`config.mk`:
```
export PLATFORM = sky130hd
export DESIGN_NAME = nexthop_threshold_selector
export DESIGN_NICKNAME = d
export VERILOG_FILES = /design/src/hw/rtl/nts_pkg.sv /design/src/hw/rtl/nts_in_reg.sv /design/src/hw/rtl/nts_tracker.sv /design/src/hw/rtl/nts_out_reg.sv /design/src/hw/rtl/nexthop_threshold_selector.sv
export SDC_FILE = /design/constraint.sdc
export NUM_CORES = 1
export LEC_CHECK = 0
export BUFFER_PORTS_ARGS = -buffer_cell sky130_fd_sc_hd__buf_2
export CORE_MARGIN = 2
export CORE_UTILIZATION = 45
export DETAILED_ROUTE_END_ITERATION = 16
export PLACE_DENSITY = 0.7
export SETUP_SLACK_MARGIN = 0.4
export SLEW_MARGIN = 20
export SYNTH_ARGS = -nofsm -noshare
export SYNTH_HDL_FRONTEND = slang
export SYNTH_HIERARCHICAL = 1
export SYNTH_SLANG_ARGS = --single-unit
```
`constraint.sdc`:
```
create_clock -name clk -period 6.62 [get_ports clk]
set_input_delay 0.993 -clock clk [delete_from_list [all_inputs] [get_ports clk]]
set_output_delay 0.993 -clock clk [all_outputs]
set_load 0.02 [all_outputs]
```
`src/hw/rtl/nts_pkg.sv`:
```
// Shared types and constants for the next-hop threshold selector.
// Used by the tracker, the result register and the top level; no dependencies.
package nts_pkg;

  typedef enum logic [1:0] {
    REG_MODE_MASK       = 2'd0,
    REG_DELAY_LIMIT     = 2'd1,
    REG_LOSS_LIMIT      = 2'd2,
    REG_BANDWIDTH_LIMIT = 2'd3
  } reg_idx_t;

  localparam int unsigned CFG_DATA_W = 32;
  localparam int unsigned CFG_IDX_W  = 2;
  localparam int unsigned VAL_IN_W   = 32;
  localparam int unsigned LOSS_W     = 16;
  localparam int unsigned OUT_FACE_W = 16;

  localparam logic [2:0]        MODE_RESET      = 3'd1;
  localparam logic [31:0]       DELAY_LIM_RESET = 32'd100000;
  localparam logic [LOSS_W-1:0] LOSS_LIM_RESET  = 16'hFFFF;
  localparam logic [31:0]       BW_LIM_RESET    = 32'd0;

  typedef struct packed {
    logic [OUT_FACE_W-1:0] chosen_face;
    logic                  face_found;
  } res_t;

endpackage

```
`src/hw/rtl/nts_in_reg.sv`:
```
// Input register stage of the next-hop threshold selector.
// Holds one candidate hop until the tracker consumes it; no package dependencies.
module nts_in_reg #(
  parameter int unsigned FACE_ID_WIDTH = 16
) (
  input  logic                     clk,
  input  logic                     rst_n,
  input  logic                     load,
  input  logic                     take,
  input  logic [FACE_ID_WIDTH-1:0] face_id,
  input  logic [31:0]              delay_us,
  input  logic [15:0]              loss_frac,
  input  logic [31:0]              bandwidth_bps,
  input  logic                     can_forward,
  input  logic                     last_hop,
  output logic                     valid,
  output logic [FACE_ID_WIDTH-1:0] face_id_q,
  output logic [31:0]              delay_us_q,
  output logic [15:0]              loss_frac_q,
  output logic [31:0]              bandwidth_bps_q,
  output logic                     can_forward_q,
  output logic                     last_hop_q
);

  logic valid_r;
  logic valid_nxt;

  always_comb begin
    valid_nxt = valid_r;
    if (load) begin
      valid_nxt = 1'b1;
    end else if (take) begin
      valid_nxt = 1'b0;
    end
  end

  always_ff @(posedge clk) begin
    if (!rst_n) begin
      valid_r <= 1'b0;
    end else begin
      valid_r <= valid_nxt;
    end
  end

  always_ff @(posedge clk) begin
    if (load) begin
      face_id_q       <= face_id;
      delay_us_q      <= delay_us;
      loss_frac_q     <= loss_frac;
      bandwidth_bps_q <= bandwidth_bps;
      can_forward_q   <= can_forward;
      last_hop_q      <= last_hop;
    end
  end

  assign valid = valid_r;

endmodule

```
`src/hw/rtl/nts_tracker.sv`:
```
// Limit registers, per-request candidate trackers and working face.
// Evaluates one hop per step and forms the request result; uses nts_pkg.
module nts_tracker #(
  parameter int unsigned FACE_ID_WIDTH = 16,
  parameter int unsigned VALUE_WIDTH   = 32
) (
  input  logic                             clk,
  input  logic                             rst_n,
  input  logic                             cfg_we,
  input  logic [nts_pkg::CFG_IDX_W-1:0]    cfg_index,
  input  logic [nts_pkg::CFG_DATA_W-1:0]   cfg_wdata,
  input  logic                             step,
  input  logic [FACE_ID_WIDTH-1:0]         face_id,
  input  logic [31:0]                      delay_us,
  input  logic [15:0]                      loss_frac,
  input  logic [31:0]                      bandwidth_bps,
  input  logic                             can_forward,
  input  logic                             last_hop,
  output nts_pkg::res_t                    res
);

  localparam int unsigned VM = (VALUE_WIDTH < 32) ? VALUE_WIDTH : 32;
  localparam int unsigned CW = ((VALUE_WIDTH > 32) ? VALUE_WIDTH : 32) + 3;

  logic [2:0]                mode_r;
  logic [31:0]               delay_lim_r;
  logic [15:0]               loss_lim_r;
  logic [31:0]               bw_lim_r;
  logic [FACE_ID_WIDTH-1:0]  working_face_r;
  logic                      working_valid_r;
  logic [FACE_ID_WIDTH-1:0]  both_face_r, both_face_nxt;
  logic                      both_valid_r, both_valid_nxt;
  logic [FACE_ID_WIDTH-1:0]  single_face_r, single_face_nxt;
  logic                      single_valid_r, single_valid_nxt;
  logic [VALUE_WIDTH-1:0]    best_value_r, best_value_nxt;
  logic [FACE_ID_WIDTH-1:0]  best_face_r, best_face_nxt;
  logic                      best_valid_r, best_valid_nxt;

  logic [VALUE_WIDTH-1:0]    delay_v;
  logic [VALUE_WIDTH-1:0]    bw_v;
  logic [VALUE_WIDTH-1:0]    v_sel;
  logic [31:0]               lim_sel;
  logic                      up;
  logic                      is_working;
  logic                      both_mode;
  logic                      any_mode;
  logic                      hit;
  logic                      both_ok;
  logic                      single_ok;
  logic                      better;
  logic                      found;
  logic [FACE_ID_WIDTH-1:0]  chosen;

  // Hops other than the working face must beat the limit by a factor of 1.2.
  function automatic logic meets(input logic [CW-1:0] v, input logic [CW-1:0] lim,
                                 input logic working, input logic upward);
    logic [CW-1:0] v5, v6, l5, l6;
    v5 = (v << 2) + v;
    v6 = (v << 2) + (v << 1);
    l5 = (lim << 2) + lim;
    l6 = (lim << 2) + (lim << 1);
    if (working) begin
      meets = upward ? (v > lim) : (v < lim);
    end else begin
      meets = upward ? (v5 > l6) : (v6 < l5);
    end
  endfunction

  assign delay_v    = VALUE_WIDTH'(delay_us[VM-1:0]);
  assign bw_v       = VALUE_WIDTH'(bandwidth_bps[VM-1:0]);
  assign is_working = working_valid_r && (face_id == working_face_r);
  assign both_mode  = (mode_r[1:0] == 2'b11);
  assign any_mode   = |mode_r;
  assign hit        = can_forward && any_mode;

  always_comb begin
    if (mode_r[0]) begin
      v_sel   = delay_v;
      lim_sel = delay_lim_r;
      up      = 1'b0;
    end else if (mode_r[1]) begin
      v_sel   = VALUE_WIDTH'(loss_frac);
      lim_sel = 32'(loss_lim_r);
      up      = 1'b0;
    end else begin
      v_sel   = bw_v;
      lim_sel = bw_lim_r;
      up      = 1'b1;
    end
  end

  assign both_ok   = meets(CW'(delay_v), CW'(delay_lim_r), is_working, 1'b0)
                  && meets(CW'(loss_frac), CW'(loss_lim_r), is_working, 1'b0);
  assign single_ok = meets(CW'(v_sel), CW'(lim_sel), is_working, up);
  assign better    = up ? (v_sel > best_value_r) : (v_sel < best_value_r);

  always_comb begin
    both_face_nxt    = both_face_r;
    both_valid_nxt   = both_valid_r;
    single_face_nxt  = single_face_r;
    single_valid_nxt = single_valid_r;
    best_value_nxt   = best_value_r;
    best_face_nxt    = best_face_r;
    best_valid_nxt   = best_valid_r;
    if (hit) begin
      if (both_mode && !both_valid_r && both_ok) begin
        both_face_nxt  = face_id;
        both_valid_nxt = 1'b1;
      end
      if (!single_valid_r && single_ok) begin
        single_face_nxt  = face_id;
        single_valid_nxt = 1'b1;
      end
      if (!best_valid_r || better) begin
        best_value_nxt = v_sel;
        best_face_nxt  = face_id;
        best_valid_nxt = 1'b1;
      end
    end
  end

  always_comb begin
    found  = 1'b0;
    chosen = '0;
    if (any_mode) begin
      if (both_mode && both_valid_nxt) begin
        found  = 1'b1;
        chosen = both_face_nxt;
      end else if (single_valid_nxt) begin
        found  = 1'b1;
        chosen = single_face_nxt;
      end else if (best_valid_nxt) begin
        found  = 1'b1;
        chosen = best_face_nxt;
      end
    end
  end

  assign res.chosen_face = nts_pkg::OUT_FACE_W'(chosen);
  assign res.face_found  = found;

  always_ff @(posedge clk) begin
    if (!rst_n) begin
      mode_r          <= nts_pkg::MODE_RESET;
      delay_lim_r     <= nts_pkg::DELAY_LIM_RESET;
      loss_lim_r      <= nts_pkg::LOSS_LIM_RESET;
      bw_lim_r        <= nts_pkg::BW_LIM_RESET;
      working_valid_r <= 1'b0;
      both_valid_r    <= 1'b0;
      single_valid_r  <= 1'b0;
      best_valid_r    <= 1'b0;
    end else begin
      if (cfg_we) begin
        unique case (nts_pkg::reg_idx_t'(cfg_index))
          nts_pkg::REG_MODE_MASK:       mode_r      <= cfg_wdata[2:0];
          nts_pkg::REG_DELAY_LIMIT:     delay_lim_r <= cfg_wdata[31:0];
          nts_pkg::REG_LOSS_LIMIT:      loss_lim_r  <= cfg_wdata[15:0];
          nts_pkg::REG_BANDWIDTH_LIMIT: bw_lim_r    <= cfg_wdata[31:0];
          default: ;
        endcase
      end
      if (step) begin
        if (last_hop) begin
          both_valid_r   <= 1'b0;
          single_valid_r <= 1'b0;
          best_valid_r   <= 1'b0;
          if (found) begin
            working_valid_r <= 1'b1;
          end
        end else begin
          both_valid_r   <= both_valid_nxt;
          single_valid_r <= single_valid_nxt;
          best_valid_r   <= best_valid_nxt;
        end
      end
    end
  end

  always_ff @(posedge clk) begin
    if (step) begin
      both_face_r   <= both_face_nxt;
      single_face_r <= single_face_nxt;
      best_value_r  <= best_value_nxt;
      best_face_r   <= best_face_nxt;
      if (last_hop && found) begin
        working_face_r <= chosen;
      end
    end
  end

endmodule

```
`src/hw/rtl/nts_out_reg.sv`:
```
// Result register of the next-hop threshold selector.
// Holds one result until the receiver takes it; uses nts_pkg::res_t.
module nts_out_reg (
  input  logic                            clk,
  input  logic                            rst_n,
  input  logic                            load,
  input  nts_pkg::res_t                   res,
  output logic                            free,
  output logic                            out_tvalid,
  input  logic                            out_tready,
  output logic [nts_pkg::OUT_FACE_W-1:0]  out_tdata,
  output logic                            out_tuser
);

  logic          valid_r;
  logic          valid_nxt;
  nts_pkg::res_t res_r;

  assign free = !valid_r || out_tready;

  always_comb begin
    valid_nxt = valid_r;
    if (load) begin
      valid_nxt = 1'b1;
    end else if (out_tready) begin
      valid_nxt = 1'b0;
    end
  end

  always_ff @(posedge clk) begin
    if (!rst_n) begin
      valid_r <= 1'b0;
    end else begin
      valid_r <= valid_nxt;
    end
  end

  always_ff @(posedge clk) begin
    if (load) begin
      res_r <= res;
    end
  end

  assign out_tvalid = valid_r;
  assign out_tdata  = res_r.chosen_face;
  assign out_tuser  = res_r.face_found;

endmodule

```
`src/hw/rtl/nexthop_threshold_selector.sv`:
```
// Top level of the next-hop threshold selector.
// Instantiates nts_in_reg, nts_tracker and nts_out_reg; uses nts_pkg.
//
// Usage. Candidate hops of one request arrive on the in_ stream, one per
// transfer; in_tlast marks the final hop of the request and in_tuser carries
// the can-forward flag. For each request exactly one result leaves on the
// out_ stream after its last hop: the chosen face in out_tdata and the
// found flag in out_tuser. Hops that are not last produce no result.
// Limits and the mode mask are written through the cfg_ port while the
// block is idle.
// Throughput is one hop per cycle, except while a last hop waits for a
// stalled result register. A hop passes the input register and is then
// evaluated by the tracker into the result register, and out_tvalid rises
// once the result of its last hop is loaded there.
// When the receiver stalls, the result is held and the input register keeps
// accepting hops that are not last; a last hop waits in the input register
// until the result register frees, and in_tready drops behind it.
// Reset clears the valid flags, the trackers and the working-face valid flag,
// and loads the reset values of the mode mask and the limit registers.
module nexthop_threshold_selector #(
  parameter int unsigned FACE_ID_WIDTH = 16,
  parameter int unsigned VALUE_WIDTH   = 32,
  localparam int unsigned IN_DW = ((FACE_ID_WIDTH + 80 + 7) / 8) * 8
) (
  input  logic                            clk,
  input  logic                            rst_n,
  input  logic                            cfg_we,
  input  logic [nts_pkg::CFG_IDX_W-1:0]   cfg_index,
  input  logic [nts_pkg::CFG_DATA_W-1:0]  cfg_wdata,
  input  logic                            in_tvalid,
  output logic                            in_tready,
  // face_id, delay_us, loss_frac, bandwidth_bps, zero padding
  input  logic [IN_DW-1:0]                in_tdata,
  // can_forward
  input  logic                            in_tuser,
  input  logic                            in_tlast,
  output logic                            out_tvalid,
  input  logic                            out_tready,
  // chosen_face
  output logic [nts_pkg::OUT_FACE_W-1:0]  out_tdata,
  // face_found
  output logic                            out_tuser
);

  localparam int unsigned FW = FACE_ID_WIDTH;

  logic          s1_valid;
  logic          s1_go;
  logic          in_load;
  logic          out_free;
  logic [FW-1:0] s1_face;
  logic [31:0]   s1_delay;
  logic [15:0]   s1_loss;
  logic [31:0]   s1_bw;
  logic          s1_fwd;
  logic          s1_last;
  nts_pkg::res_t res;

  assign s1_go     = s1_valid && (!s1_last || out_free);
  assign in_tready = !s1_valid || s1_go;
  assign in_load   = in_tvalid && in_tready;

  nts_in_reg #(
    .FACE_ID_WIDTH(FACE_ID_WIDTH)
  ) u_in_reg (
    .clk             (clk),
    .rst_n           (rst_n),
    .load            (in_load),
    .take            (s1_go),
    .face_id         (in_tdata[FW-1:0]),
    .delay_us        (in_tdata[FW+31:FW]),
    .loss_frac       (in_tdata[FW+47:FW+32]),
    .bandwidth_bps   (in_tdata[FW+79:FW+48]),
    .can_forward     (in_tuser),
    .last_hop        (in_tlast),
    .valid           (s1_valid),
    .face_id_q       (s1_face),
    .delay_us_q      (s1_delay),
    .loss_frac_q     (s1_loss),
    .bandwidth_bps_q (s1_bw),
    .can_forward_q   (s1_fwd),
    .last_hop_q      (s1_last)
  );

  nts_tracker #(
    .FACE_ID_WIDTH(FACE_ID_WIDTH),
    .VALUE_WIDTH  (VALUE_WIDTH)
  ) u_tracker (
    .clk           (clk),
    .rst_n         (rst_n),
    .cfg_we        (cfg_we),
    .cfg_index     (cfg_index),
    .cfg_wdata     (cfg_wdata),
    .step          (s1_go),
    .face_id       (s1_face),
    .delay_us      (s1_delay),
    .loss_frac     (s1_loss),
    .bandwidth_bps (s1_bw),
    .can_forward   (s1_fwd),
    .last_hop      (s1_last),
    .res           (res)
  );

  nts_out_reg u_out_reg (
    .clk        (clk),
    .rst_n      (rst_n),
    .load       (s1_go && s1_last),
    .res        (res),
    .free       (out_free),
    .out_tvalid (out_tvalid),
    .out_tready (out_tready),
    .out_tdata  (out_tdata),
    .out_tuser  (out_tuser)
  );

  a_no_face_is_zero : assert property (@(posedge clk) disable iff (!rst_n)
    (out_tvalid && !out_tuser) |-> (out_tdata == '0))
    else $error("result without a face carries a nonzero face id");

  a_last_blocks_input : assert property (@(posedge clk) disable iff (!rst_n)
    (s1_valid && s1_last && out_tvalid && !out_tready) |-> !in_tready)
    else $error("input accepted while a last hop is blocked");

  a_held_hop_stable : assert property (@(posedge clk) disable iff (!rst_n)
    (s1_valid && !s1_go) |=> (s1_valid && $stable(s1_face) && $stable(s1_last)))
    else $error("held hop was lost or overwritten");

  a_result_follows_last : assert property (@(posedge clk) disable iff (!rst_n)
    (s1_go && s1_last) |=> out_tvalid)
    else $error("last hop produced no result");

endmodule
```
Word level (Yosys, flattened, before mapping)

Index checks and enable logic that the tools add are counted.

Register bits after elaboration: 300
Latch bits: 0
Memory bits (writable): 0
Memory bits (read-only): 0
Bits of input ports: 137
Word-level logic and storage cells: 117
Memories: 0

Add/sub/neg operators: 8
$mul: 0
Divide/modulo/power cells: 0
Magnitude comparators: 10
Eq/ne operators: 5
Shift-type cells: 0
Muxes and demuxes: 39
Bitwise operators: 0
Reduce and logical (&&, ||, !) cells: 32

Operators by type and width:

| cell                                                 | number |
|---|---|
| two-way mux 16 bit                                   | 10 |
| two-way mux 32 bit                                   | 4 |
| adder 34 x 32 -> 35 bit                              | 3 |
| adder 34 x 33 -> 35 bit                              | 3 |
| < comparator 35 bit                                  | 3 |
| < comparator 32 bit                                  | 3 |
| > comparator 32 bit                                  | 2 |
| > comparator 35 bit                                  | 1 |
| two-way mux 1 bit                                    | 25 |
| adder 18 x 16 -> 19 bit                              | 1 |
| adder 18 x 17 -> 19 bit                              | 1 |
| equality test 16 bit                                 | 1 |
| < comparator 16 bit                                  | 1 |
| logical AND 1 bit                                    | 11 |
| AND reduction 2 bit                                  | 5 |
| equality test 2 bit (second input constant)          | 3 |
| zero test 1 bit                                      | 6 |
| AND reduction 3 bit                                  | 2 |
| logical OR 1 bit                                     | 4 |
| nonzero test 2 bit                                   | 2 |
| OR reduction 3 bit                                   | 1 |
| equality test 2 x 1 -> 1 bit (second input constant) | 1 |
| zero test 2 bit                                      | 1 |

Depth between registers and ports, before layout

Gate-level depths: netlist of the first run.

Depth in word-level cells: 14
Gate-level depth with buffers: 31
Gate-level depth less buffers: 27

Cells and area by module

The synthesis of the first run kept the hierarchy.

Modules (own cells, without submodules):

| module                     | instances | cells each | area an instance (µm²) |
|---|---|---|---|
| nts_tracker                | 1         | 2868       | 23672.7 |
| nts_in_reg                 | 1         | 101        | 2984.1 |
| nts_out_reg                | 1         | 21         | 559.3 |
| nexthop_threshold_selector | 1         | 5          | 45.0 |

Least setup slack after synthesis of the first run

Ideal clock, no wire load.

Path type: input-to-reg
From: in out_tready
To: reg u_tracker.best_value_r[0], enable pin
Setup time: 0.392 ns
Data arrival time: 6.439 ns
Data required time: 6.228 ns
Slack: -0.211 ns
Cell stages on the path: 4
Path buffers: 0
Cell sequence: nand2b_4 -> inv_1 -> a21boi_0 -> and3_1

Cells in the longest elaborated chain, start to end: 4

Ends and longest elaborated chain:

| element                       | RTL line                         | text |
|---|---|---|
| start, declared               | nexthop_threshold_selector.sv:38 | `input logic out_tready,` |
| logical OR 1 bit              | nts_out_reg.sv:19                | `assign free = !valid_r \|\| out_tready;` |
| logical OR 1 bit              | nexthop_threshold_selector.sv:59 | `assign s1_go = s1_valid && (!s1_last \|\| out_free);` |
| logical AND 1 bit             | nexthop_threshold_selector.sv:59 |  |
| via s1_go                     | nexthop_threshold_selector.sv:48 | `logic s1_go;` |
| AND reduction 3 bit (no line) | n/a                              |  |
| end signal, assigned          | nts_tracker.sv:183               | `best_value_r <= best_value_nxt;` |
| end, declared                 | nts_tracker.sv:35                | `logic [VALUE_WIDTH-1:0] best_value_r, best_value_nxt;` |

The timed path passes the listed nets, and every way through them passes these cells.
A chain may end at the register's enable or synchronous reset.

==> impl_results.md, run 1 <==
- CP max stage cell: dfxtp_4
- Fraction of layout cells with a size suffix above 1: 18.0%
- Leak Pwr: 14.0 nW
- Clock Path Buffers: 3
- Drt pass-1 iters: 6
- F_max: 158 MHz
- Sequential-to-total area share from yosys stat: 29.8%
- Comb pwr share: 35.6%
- H-Tree Depth: 2
- Flip-flop and latch area: 0.00813 sq mm
- Sequential cell fraction of total power: 33.5%
- CP peak stage delay: 0.38 ns
- Synth Cell Area: 0.0273 sq mm
- Die Height: 250 microns
- Final wirelength: 81,500 microns
- Initial antenna violation count: 5
- Path type of the worst setup path: flip-flop to flip-flop
- RSZ-0062 raised after global routing: true
- Overall Global Routing Usage: 24.9%
- Setup violators final: 0
- Final Slew Violations: 0
- 1st-iter DRT viols: 1,878
- First-pass GRT wire length: 123,000 microns
- Worst setup path startpoint: u_tracker/mode_r[1]
- Core Area: 0.0601 sq mm
- Routability Congestion: 0.914
- CTS buffer count: 37
- Post-synth ARST share: 0%
- Net Sw Power: 0.00229 W
- Clock-pin slew on the worst setup and hold paths: 0.06 ns
- Largest net degree at the start of global routing: 88
- Hold_sp: u_tracker/bw_lim_r[30]
- Die footprint: 0.0626 sq mm
- Clock skew: 0.0239 ns
- Avg Vias per Cell: 5.86
- Worst R2R Start: u_tracker/mode_r[1]
- Final Cycle Share: 95.9%
- Final worst slack: 0.272 ns
- Worst slew margin: 20.3%
- Syn Nets: 3,588
- Cells after synthesis: 2,995
- Drt wl/cell: 19.9 microns
- Number of flops mapped to enable cells by yosys: 211
- Worst Path Arrival: 6.74 ns
- Multi-input logic area: 0.0191 sq mm
- Overall Power: 0.00668 W
- Synth unique cells: 80
- Post-Syn Area per Cell: 9.10 sq um
- Pwr dens: 206 mW/mm^2
- Grt total ovfl: 0
- WP buf/inv: 4
- TNS Setup: 0 ns
- Top-count cell post-synth: ha_1
- Chip Width: 250 microns
- Syn-to-layout area delta: 18.7%
- Initial Util: 45.3%
- Via count of the first global-routing pass: 22,800
- FF+latch count, synth: 300
- CTS Sinks: 300
- Top-level I/O count: 156
- Commonest cells in the synthesized netlist: 448 x ha_1, 331 x nand2_1, 222 x a21oi_1
- Status: finished clean
- ANT nets after route: 0
- HPWL after detailed placement: 62,200 microns
- Setup crit start kind: flip-flop
- Residual DRC count: 0
- Critical Path Fanout Max: 8
- FILL cells: 5,408
- Clk_lat worst skew: 0.57 ns
- Core Rows: 90
- Tightest Hold Check Type: flip-flop to flip-flop
- Root Buffer: clkbuf_16
- Place WS: 0.0170 ns
- Synth top area share: 23.2%
- Hold_buf cts: 0
- Fin crit period: 6.35 ns
- Switch share: 34.3%
- Clock network power share: 30.9%
- Top cells by area, synth: edfxtp_1 23%, ha_1 21%, dfxtp_1 6.5%
- Worst-Margin Slew: 1.19 ns
- Final hold violation count: 0
- Vias: 23,900
- Maximum VDD drop: 0.226 mV
- # nets final: 3,866
- Most area-hungry cell type in the Yosys netlist: edfxtp_1
- Max_cap viols: 0
- CTS tree: yes
- YS warnings: 6
- Critical Path End Type: flip-flop
- # port buffers: 155
- P_int: 0.00439 W
- Cell family with most CP delay: compound AO/OA/AOI/OAI gates
- Required @ worst endpoint: 7.01 ns
- Ys flop type: edfxtp_1
[final cells by class]
class | instances | share of cell area, %
clock buffer | 41 | 2.91
antenna | 1 | 0.00773
sequential | 300 | 25.1
timing repair buffer | 306 | 6.76
multi-input combinational | 2420 | 58.9
tap | 782 | 3.02
inverter | 208 | 2.41
clock inverter | 27 | 0.862
[sequential cells by signal, indices dropped and copies added (netlist names), 3 cells and up]
signal                    flops
u_in_reg/face_id_q           16
u_tracker/single_face_r      16
u_out_reg/out_tdata          16
u_tracker/working_face_r     16
u_tracker/mode_r              3
u_in_reg/bandwidth_bps_q     32
u_in_reg/delay_us_q          32
u_tracker/both_face_r        16
u_tracker/best_face_r        16
u_tracker/best_value_r       32
u_tracker/bw_lim_r           32
u_in_reg/loss_frac_q         16
u_tracker/delay_lim_r        32
u_tracker/loss_lim_r         16
[placed cells by master, fill, tap and decap left out, drive strengths merged, types with 28 or more instances in the layout]
cell	synthesis	layout
xor2	88	88
dfxtp	89	89
o21bai	37	37
nand2b	41	41
nand3	40	40
nor2b	28	28
buf	15	301
o21ai	170	170
xnor2	122	122
inv	208	213
ha	448	448
nand2	331	331
a21oi	222	222
o21a	83	83
nand4	55	55
clkbuf	52	44
a21o	129	129
edfxtp	211	211
nor2	127	127
o211ai	42	42
nor3	38	38
a21boi	63	63
a211oi	30	30
mux2i	35	35
[kinds of logic after synthesis]
logic type      synth area share [%]
compound gates                  23.2
simple gates                    13.3
fa+ha+maj                       21.1
flops                           29.8
buf+inv                         3.89
xor+xnor                        6.75
mux                             1.99
[power by group through the flow]
stage | Combinational (W) | Clock, W | Sequential (W)
after floorplan | 0.00156 | 0 | 0.00223
after global placement | 0.00210 | 0 | 0.00226
after detailed placement | 0.00213 | 0 | 0.00226
after CTS | 0.00221 | 0.00211 | 0.00223
after global routing | 0.00264 | 0.00218 | 0.00224
final | 0.00238 | 0.00206 | 0.00223
[final timing paths]
check,endpoint,slack [ns],cells past startpoint
max reg2reg,u_tracker/working_face_r[14],0.27,29
min,u_tracker/bw_lim_r[30],0.46,2
max,u_tracker/working_face_r[14],0.27,29
min reg2reg,u_tracker/bw_lim_r[30],0.46,2
[routing by layer]
metal,track usage [%],up-vias,share of wire [%]
met2,41.0,776,46
met1,33.7,11300,44
met4,7.48,8,3.1
li1,-,11700,-
met3,3.94,138,6.8
met5,0,-,0.055
[tightest hold or removal path: stages, from the launching register on]
cell and delay (ns):
dfxtp_1 0.30, nand2_1 0.04, a21boi_0 0.06
[stage by stage]
stage                     hold WS (ns)  util [%]  area, sq um  instances
after floorplan                  0.439         -        27300       2995
after global placement           0.449      49.1        29500       3960
after detailed placement         0.457      49.1        29500       3960
after CTS                        0.466      52.3        31400       4052
after global routing             0.481      53.8        32400       4085
final                            0.461      53.8        32400       4085
[timing repair]
action,in CTS,in global routing
gates resized for setup,87,146
buffers inserted,19,29
hold endpoints to repair,0,0
endpoints found under the setup margin,64,65
pin swaps,24,81
cloned,5,3
Note: power is estimated with default switching activity, not from simulation.
==> run 2, diff against run 1 <==
REMOVE_ABC_BUFFERS = 1   (was default)
==> run 2 against run 1 <==
Worst setup slack improved by 0.16 ns. Sequential power about the same. Worst hold slack improved by 0.0018 ns. Via count decreased by 0.88%. Clock skew increased by 0.0014 ns. Die area unchanged. First-iteration DRC count decreased by 8.9%. Largest cell class unchanged. Cell count decreased by 0.88%. Critical endpoint is now u_out_reg/out_tdata[3]. Power decreased by 1.4%. Global-route usage decreased by 0.57 points. Combinational power decreased by 5%.
==> impl_results.md, run 2 (same netlist as run 1, synthesis figures left out) <==
- Status: finished clean
- Final wirelength: 78,900 microns (-3.2%)
- Comb pwr share: 34.1% (-1.5 points)
- Tightest Hold Check Type: flip-flop to flip-flop
- Final core occ: 52.5% (-1.3 points)
- CTS buffer count: 37 (unchanged)
- Core Area: 0.0601 sq mm (unchanged)
- Switch share: 33.4% (-0.88 points)
- Largest net degree at the start of global routing: 88 (unchanged)
- HPWL after detailed placement: 60,800 microns (-2.3%)
- Path type of the worst setup path: flip-flop to flip-flop
- Root Buffer: clkbuf_16
- Final Slew Violations: 0 (unchanged)
- Fraction of layout cells with a size suffix above 1: 15.5% (-2.5 points)
- Drt pass-1 iters: 6 (unchanged)
- Worst R2R Start: u_tracker/mode_r[1]
- Worst-Margin Slew: 1.15 ns (-0.0408 ns)
- Core Rows: 90 (unchanged)
- CTS Sinks: 300 (unchanged)
- Setup violators final: 0 (unchanged)
- P_int: 0.00438 W (about the same)
- Clock-pin slew on the worst setup and hold paths: 0.06 ns (about the same)
- Final Cycle Share: 93.4% (-2.5 points)
- F_max: 162 MHz (+2.7%)
- Net Sw Power: 0.00220 W (-3.9%)
- Clk_lat worst skew: 0.57 ns (about the same)
- RSZ-0062 raised after global routing: true
- Max_cap viols: 0 (unchanged)
- Routability Congestion: 0.957 (+4.7%)
- H-Tree Depth: 2 (unchanged)
- Via count of the first global-routing pass: 22,400 (-2.0%)
- 1st-iter DRT viols: 1,711 (-8.9%)
- Hold_sp: u_tracker/bw_lim_r[13]
- Critical Path Fanout Max: 8 (unchanged)
- Clock Path Buffers: 3 (unchanged)
- Required @ worst endpoint: 7.01 ns (about the same)
- Die Height: 250 microns (unchanged)
- R2r endpoint: u_out_reg/out_tdata[3]
- Worst slew margin: 22.5% (+2.1 points)
- Residual DRC count: 0 (unchanged)
- Hold path endpoint: u_tracker/bw_lim_r[13]
- Worst setup path startpoint: u_tracker/mode_r[1]
- R2R depth: 28 (-3.4%)
- FILL cells: 5,503 (+1.8%)
- Top-level I/O count: 156 (unchanged)
- TNS Setup: 0 ns (unchanged)
- # nets final: 3,830 (-0.93%)
- Sequential cell fraction of total power: 34.0% (+0.5 points)
- Pwr dens: 208 mW/mm^2 (+1.0%)
- First-pass GRT wire length: 121,000 microns (-2.2%)
- Fin crit period: 6.18 ns (-0.164 ns)
- Most common cell after layout, fill and taps aside: ha_1
- Grt total ovfl: 0 (unchanged)
- Final hold violation count: 0 (unchanged)
- Drt wl/cell: 19.5 microns (-2.3%)
- Vias: 23,700 (-0.88%)
- Avg Vias per Cell: 5.86 (about the same)
- Flop2flop setup slack: 0.44 ns (+0.16 ns)
- Initial antenna violation count: 0 (-5)
- Hold Slack: 0.463 ns (+0.00179 ns)
- Overall Global Routing Usage: 24.3% (-0.57 points)
- Initial Util: 45.3% (unchanged)
- Hold_buf cts: 0 (unchanged)
- Die footprint: 0.0626 sq mm (unchanged)
- ANT nets after route: 0 (unchanged)
- CTS tree: yes
- Maximum VDD drop: 0.263 mV (+16%)
- Cells on Worst Hold Path: 2 (unchanged)
- CP max stage cell: o41ai_4
- Clock skew: 0.0253 ns (+0.00143 ns)
- Leak Pwr: 13.8 nW (-1.8%)
- Setup crit start kind: flip-flop
- Worst Path Arrival: 6.58 ns (-0.16 ns)
- # port buffers: 155 (unchanged)
- CP peak stage delay: 0.46 ns (+0.08 ns)
- Critical Path End Type: flip-flop
- Highest-count cells in the layout ignoring fill and taps: 431 x ha_1, 330 x nand2_1, 211 x edfxtp_1, 206 x a21oi_1, 203 x inv_1
- Chip Width: 250 microns (unchanged)
- Clock network power share: 31.9% (+1.0 points)
- Syn-to-layout area delta: 15.9%
run 2: area by class of cell:
type                       count  area (sq um)  share of cell area (%)
multi-input combinational   2421         18700                    59.3
sequential                   300          8130                    25.7
timing repair buffer         269          1710                    5.41
clock buffer                  53          1070                    3.38
tap                          782           978                    3.10
inverter                     208           781                    2.47
clock inverter                15           188                   0.594
antenna                        1          2.50                 0.00792
run 2: per-stage QoR:
| stage | worst slack, ns | cells | total power [W] | instance area (sq um) |
|---|---|---|---|---|
| 5_1_grt | 0.209 | 4048 | 0.00697 | 31600 |
| 4_1_cts | 0.413 | 4025 | 0.00649 | 30900 |
| 3_5_place_dp | -0.112 | 3950 | 0.00436 | 29400 |
| 2_1_floorplan | -1.22 | 2928 | 0.00377 | 27000 |
| 6_report | 0.436 | 4049 | 0.00658 | 31600 |
| 3_3_place_gp | 0.0242 | 3950 | 0.00433 | 29400 |
run 2: what timing repair did:
action,in CTS,in global routing
setup endpoints to repair,64,64
buffers inserted,6,22
hold endpoints to repair,0,0
pin swaps,13,53
resized for setup,26,139
cloned,1,1
run 2: worst max-delay path, delay by kind of cell (launching register included):
| family | cells | cell delay (ns) |
|---|---|---|
| fa+ha+maj | 3 | 0.81 |
| buf+inv | 3 | 0.49 |
| simple gates | 5 | 1.05 |
| xor+xnor | 1 | 0.09 |
| mux | 2 | 0.51 |
| compound gates | 14 | 2.65 |
| flops | 1 | 0.40 |
run 2: power groups by stage:
stage	registers, W	logic [W]	clock network [W]
2_1_floorplan	0.00224	0.00153	0
3_5_place_dp	0.00227	0.00209	0
6_report	0.00224	0.00225	0.00210
4_1_cts	0.00224	0.00213	0.00213
3_3_place_gp	0.00227	0.00206	0
5_1_grt	0.00225	0.00252	0.00221
run 2: how the worst max path moves through the flow:
stage / to / slack, ns / cells after the start
floorplan: u_out_reg/out_tdata[10] / -1.22 / 23
global placement: u_out_reg/out_tdata[2] / 0.02 / 27
detailed placement: u_out_reg/out_tdata[1] / -0.11 / 27
CTS: u_out_reg/out_tdata[15] / 0.41 / 28
global route: u_tracker/working_face_r[10] / 0.21 / 28
finish: u_out_reg/out_tdata[3] / 0.44 / 28
run 2: per-layer routing:
metal / up-vias / global-route usage, % / share of wire (%) / wire length (microns)
li1: 11600 / - / - / -
met4: 0 / 7.44 / 3.0 / 2400
met2: 730 / 40.3 / 46 / 36100
met5: - / 0 / 0 / 0
met3: 128 / 2.68 / 6.3 / 4950
met1: 11200 / 33.3 / 45 / 35400
==> run 3, diff against run 2 <==
ABC_AREA = 1   (was default)
==> run 3 against run 2 <==
Area after synthesis is 4.1% higher. Worst setup slack better by 0.34 ns. Register-to-register slack better by 0.34 ns. Fmax is 5.8% higher. Critical path type unchanged. Largest power group unchanged.
==> impl_results.md, run 3 <==
- Final wirelength: 82,900 microns (+5.1%)
- Path type of the worst setup path: flip-flop to flip-flop
- 1st-iter DRT viols: 1,945 (+14%)
- F_max: 171 MHz (+5.8%)
- Worst Path Arrival: 6.06 ns (-0.52 ns)
- Initial Util: 45.2% (-0.10 points)
- Clock Path Buffers: 3 (unchanged)
- Fin crit period: 5.85 ns (-0.339 ns)
- Die footprint: 0.0651 sq mm (+4.0%)
- Hold_buf cts: 0 (unchanged)
- Cells after synthesis: 3,663 (+22%)
- Root Buffer: clkbuf_16
- Overall Global Routing Usage: 25.3% (+1.0 points)
- Setup crit start kind: flip-flop
- Drt pass-1 iters: 5 (-1)
- Residual DRC count: 0 (unchanged)
- Top-count cell post-synth: nand2_1
- Leak Pwr: 15.1 nW (+9.5%)
- Synth unique cells: 63 (-21%)
- Setup violators final: 0 (unchanged)
- Worst path most repeated cell: nand2_1
- Routability Congestion: 0.936 (-2.3%)
- YS warnings: 6 (unchanged)
- Worst R2R Start: u_in_reg/delay_us_q[1]
- Clock-pin slew on the worst setup and hold paths: 0.06 ns (about the same)
- Sequential-to-total area share from yosys stat: 28.6% (-1.2 points)
- CTS tree: yes
- Most area-hungry cell type in the Yosys netlist: edfxtp_1
- Final Slew Violations: 0 (unchanged)
- Post-synth ARST share: 0% (unchanged)
- Synth Cell Area: 0.0284 sq mm (+4.1%)
- ANT nets after route: 0 (unchanged)
- R2r endpoint: u_tracker/working_face_r[9]
- Required @ worst endpoint: 6.84 ns (-0.17 ns)
- Critical Path Fanout Max: 33 (+25)
- # port buffers: 155 (unchanged)
- R2R depth: 29 (+3.6%)
- Core Area: 0.0627 sq mm (+4.3%)
- FF+latch count, synth: 300 (unchanged)
- Via count of the first global-routing pass: 24,800 (+11%)
- Worst-Margin Slew: 0.968 ns (-0.184 ns)
- Worst slew margin: 35.4% (+13 points)
- Grt total ovfl: 0 (unchanged)
- Hold path endpoint: u_tracker/bw_lim_r[10]
- Top cells by area, synth: edfxtp_1 22%, ha_1 20%, nand2_1 8.7%
- Syn-to-layout area delta: 11.3%
- Pwr dens: 219 mW/mm^2 (+5.1%)
- Ys flop type: edfxtp_1
- CP peak stage delay: 0.50 ns (+0.04 ns)
- First-pass GRT wire length: 129,000 microns (+7.1%)
- CP max stage cell: edfxtp_1
- Initial antenna violation count: 3 (+3)
- Chip Width: 255 microns (+2.0%)
- Most common cell after layout, fill and taps aside: nand2_1
- Final hold violation count: 0 (unchanged)
- Max_cap viols: 0 (unchanged)
- Synth top area share: 22.3% (-0.92 points)
- Worst setup path startpoint: u_in_reg/delay_us_q[1]
- Drt wl/cell: 17.5 microns (-9.9%)
- Core Rows: 92 (+2.2%)
- Clock skew: 0.0291 ns (+0.00380 ns)
- Cells on Worst Hold Path: 2 (unchanged)
- HPWL after detailed placement: 65,700 microns (+8.1%)
- Hold Slack: 0.446 ns (-0.0169 ns)
- Clk_lat worst skew: 0.55 ns (-0.02 ns)
- H-Tree Depth: 2 (unchanged)
- Vias: 26,000 (+9.5%)
- Fraction of layout cells with a size suffix above 1: 9.36% (-6.1 points)
- Largest net degree at the start of global routing: 89 (+1.1%)
- CTS buffer count: 34 (-8.1%)
- Post-Syn Area per Cell: 7.75 sq um (-15%)
- Tightest Hold Check Type: flip-flop to flip-flop
- Final Cycle Share: 88.3% (-5.1 points)
- Commonest cells in the synthesized netlist: 660 x nand2_1, 510 x inv_1, 448 x ha_1
- Highest-count cells in the layout ignoring fill and taps: 660 x nand2_1, 508 x inv_1, 448 x ha_1, 439 x a21oi_1, 221 x nor2_1
- Critical Path End Type: flip-flop
- Top-level I/O count: 156 (unchanged)
- Maximum VDD drop: 0.209 mV (-21%)
- Die Height: 255 microns (+2.0%)
- RSZ-0062 raised after global routing: false
- Status: finished clean
- Number of flops mapped to enable cells by yosys: 211 (unchanged)
- # nets final: 4,446 (+16%)
- CTS Sinks: 300 (unchanged)
- Avg Vias per Cell: 5.49 (-6.2%)
- Overall Power: 0.00692 W (+5.0%)
- Hold_sp: u_tracker/bw_lim_r[10]
- Flop2flop setup slack: 0.77 ns (+0.34 ns)
-- run 3: kinds of logic after synthesis --
logic type | share of synthesized area [%]
flip-flops | 28.6
adder cells (fa/ha/maj) | 20.3
XOR/XNOR | 6.08
buffers and inverters | 8.02
AO/OA/AOI/OAI | 18.9
AND/OR/NAND/NOR | 18.1
-- run 3: routing by layer --
metal	up-vias	part of all wire (%)	track usage [%]
met1	12000	45	34.4
met3	147	5.9	2.97
met2	747	45	41.5
li1	13000	-	-
met4	0	3.8	9.51
met5	-	0	0
-- run 3: layout make-up --
| class | instances | area [sq um] |
|---|---|---|
| Clock buffer | 43 | 936 |
| Sequential cell | 300 | 8120 |
| Timing Repair Buffer | 216 | 1260 |
| Clock inverter | 18 | 168 |
| Inverter | 525 | 1980 |
| Tap cell | 846 | 1060 |
| Multi-Input combinational cell | 2776 | 18100 |
| Antenna cell | 2 | 5.00 |
| Fill cell | 6056 | 31100 |
-- run 3: what timing repair did --
item,in CTS,in global routing
buffers inserted,0,2
resized for setup,0,19
setup endpoints to repair,0,49
-- run 3: worst max path at each step --
stage                             endpoint  slack (ns)  cells after the start
6_report       u_tracker/working_face_r[9]        0.77                     29
5_1_grt             u_out_reg/out_tdata[9]        0.41                     31
4_1_cts            u_out_reg/out_tdata[15]        0.47                     31
3_5_place_dp   u_tracker/working_face_r[0]        0.51                     32
3_3_place_gp        u_out_reg/out_tdata[0]        0.64                     35
2_1_floorplan    u_tracker/best_value_r[0]       -0.58                      6
-- run 3: report_power, final --
group | switching, W | total, W | internal (W)
logic | 0.00172 | 0.00277 | 0.00105
registers | 0.0000861 | 0.00225 | 0.00216
clock network | 0.000808 | 0.00190 | 0.00109
total | 0.00261 | 0.00692 | 0.00430
-- run 3: through the flow --
stage                     worst slack (ns)  cell area [sq um]  utilization [%]  setup TNS (ns)  instances
after floorplan                     -0.576              28100                -          -18.43       3600
final                                0.775              31600             50.3               0       4726
after CTS                            0.469              31500             50.2               0       4721
after detailed placement             0.514              30400             48.4               0       4660
after global placement               0.638              30400             48.4               0       4660
after global routing                 0.407              31600             50.3               0       4726
-- run 3: critical path, delay by kind of cell (launching register included) --
family          cells  cell delay [ns]
simple gates       15             1.80
flops               1             0.50
fa+ha+maj           3             1.00
compound gates      8             1.55
buf+inv             3             0.62
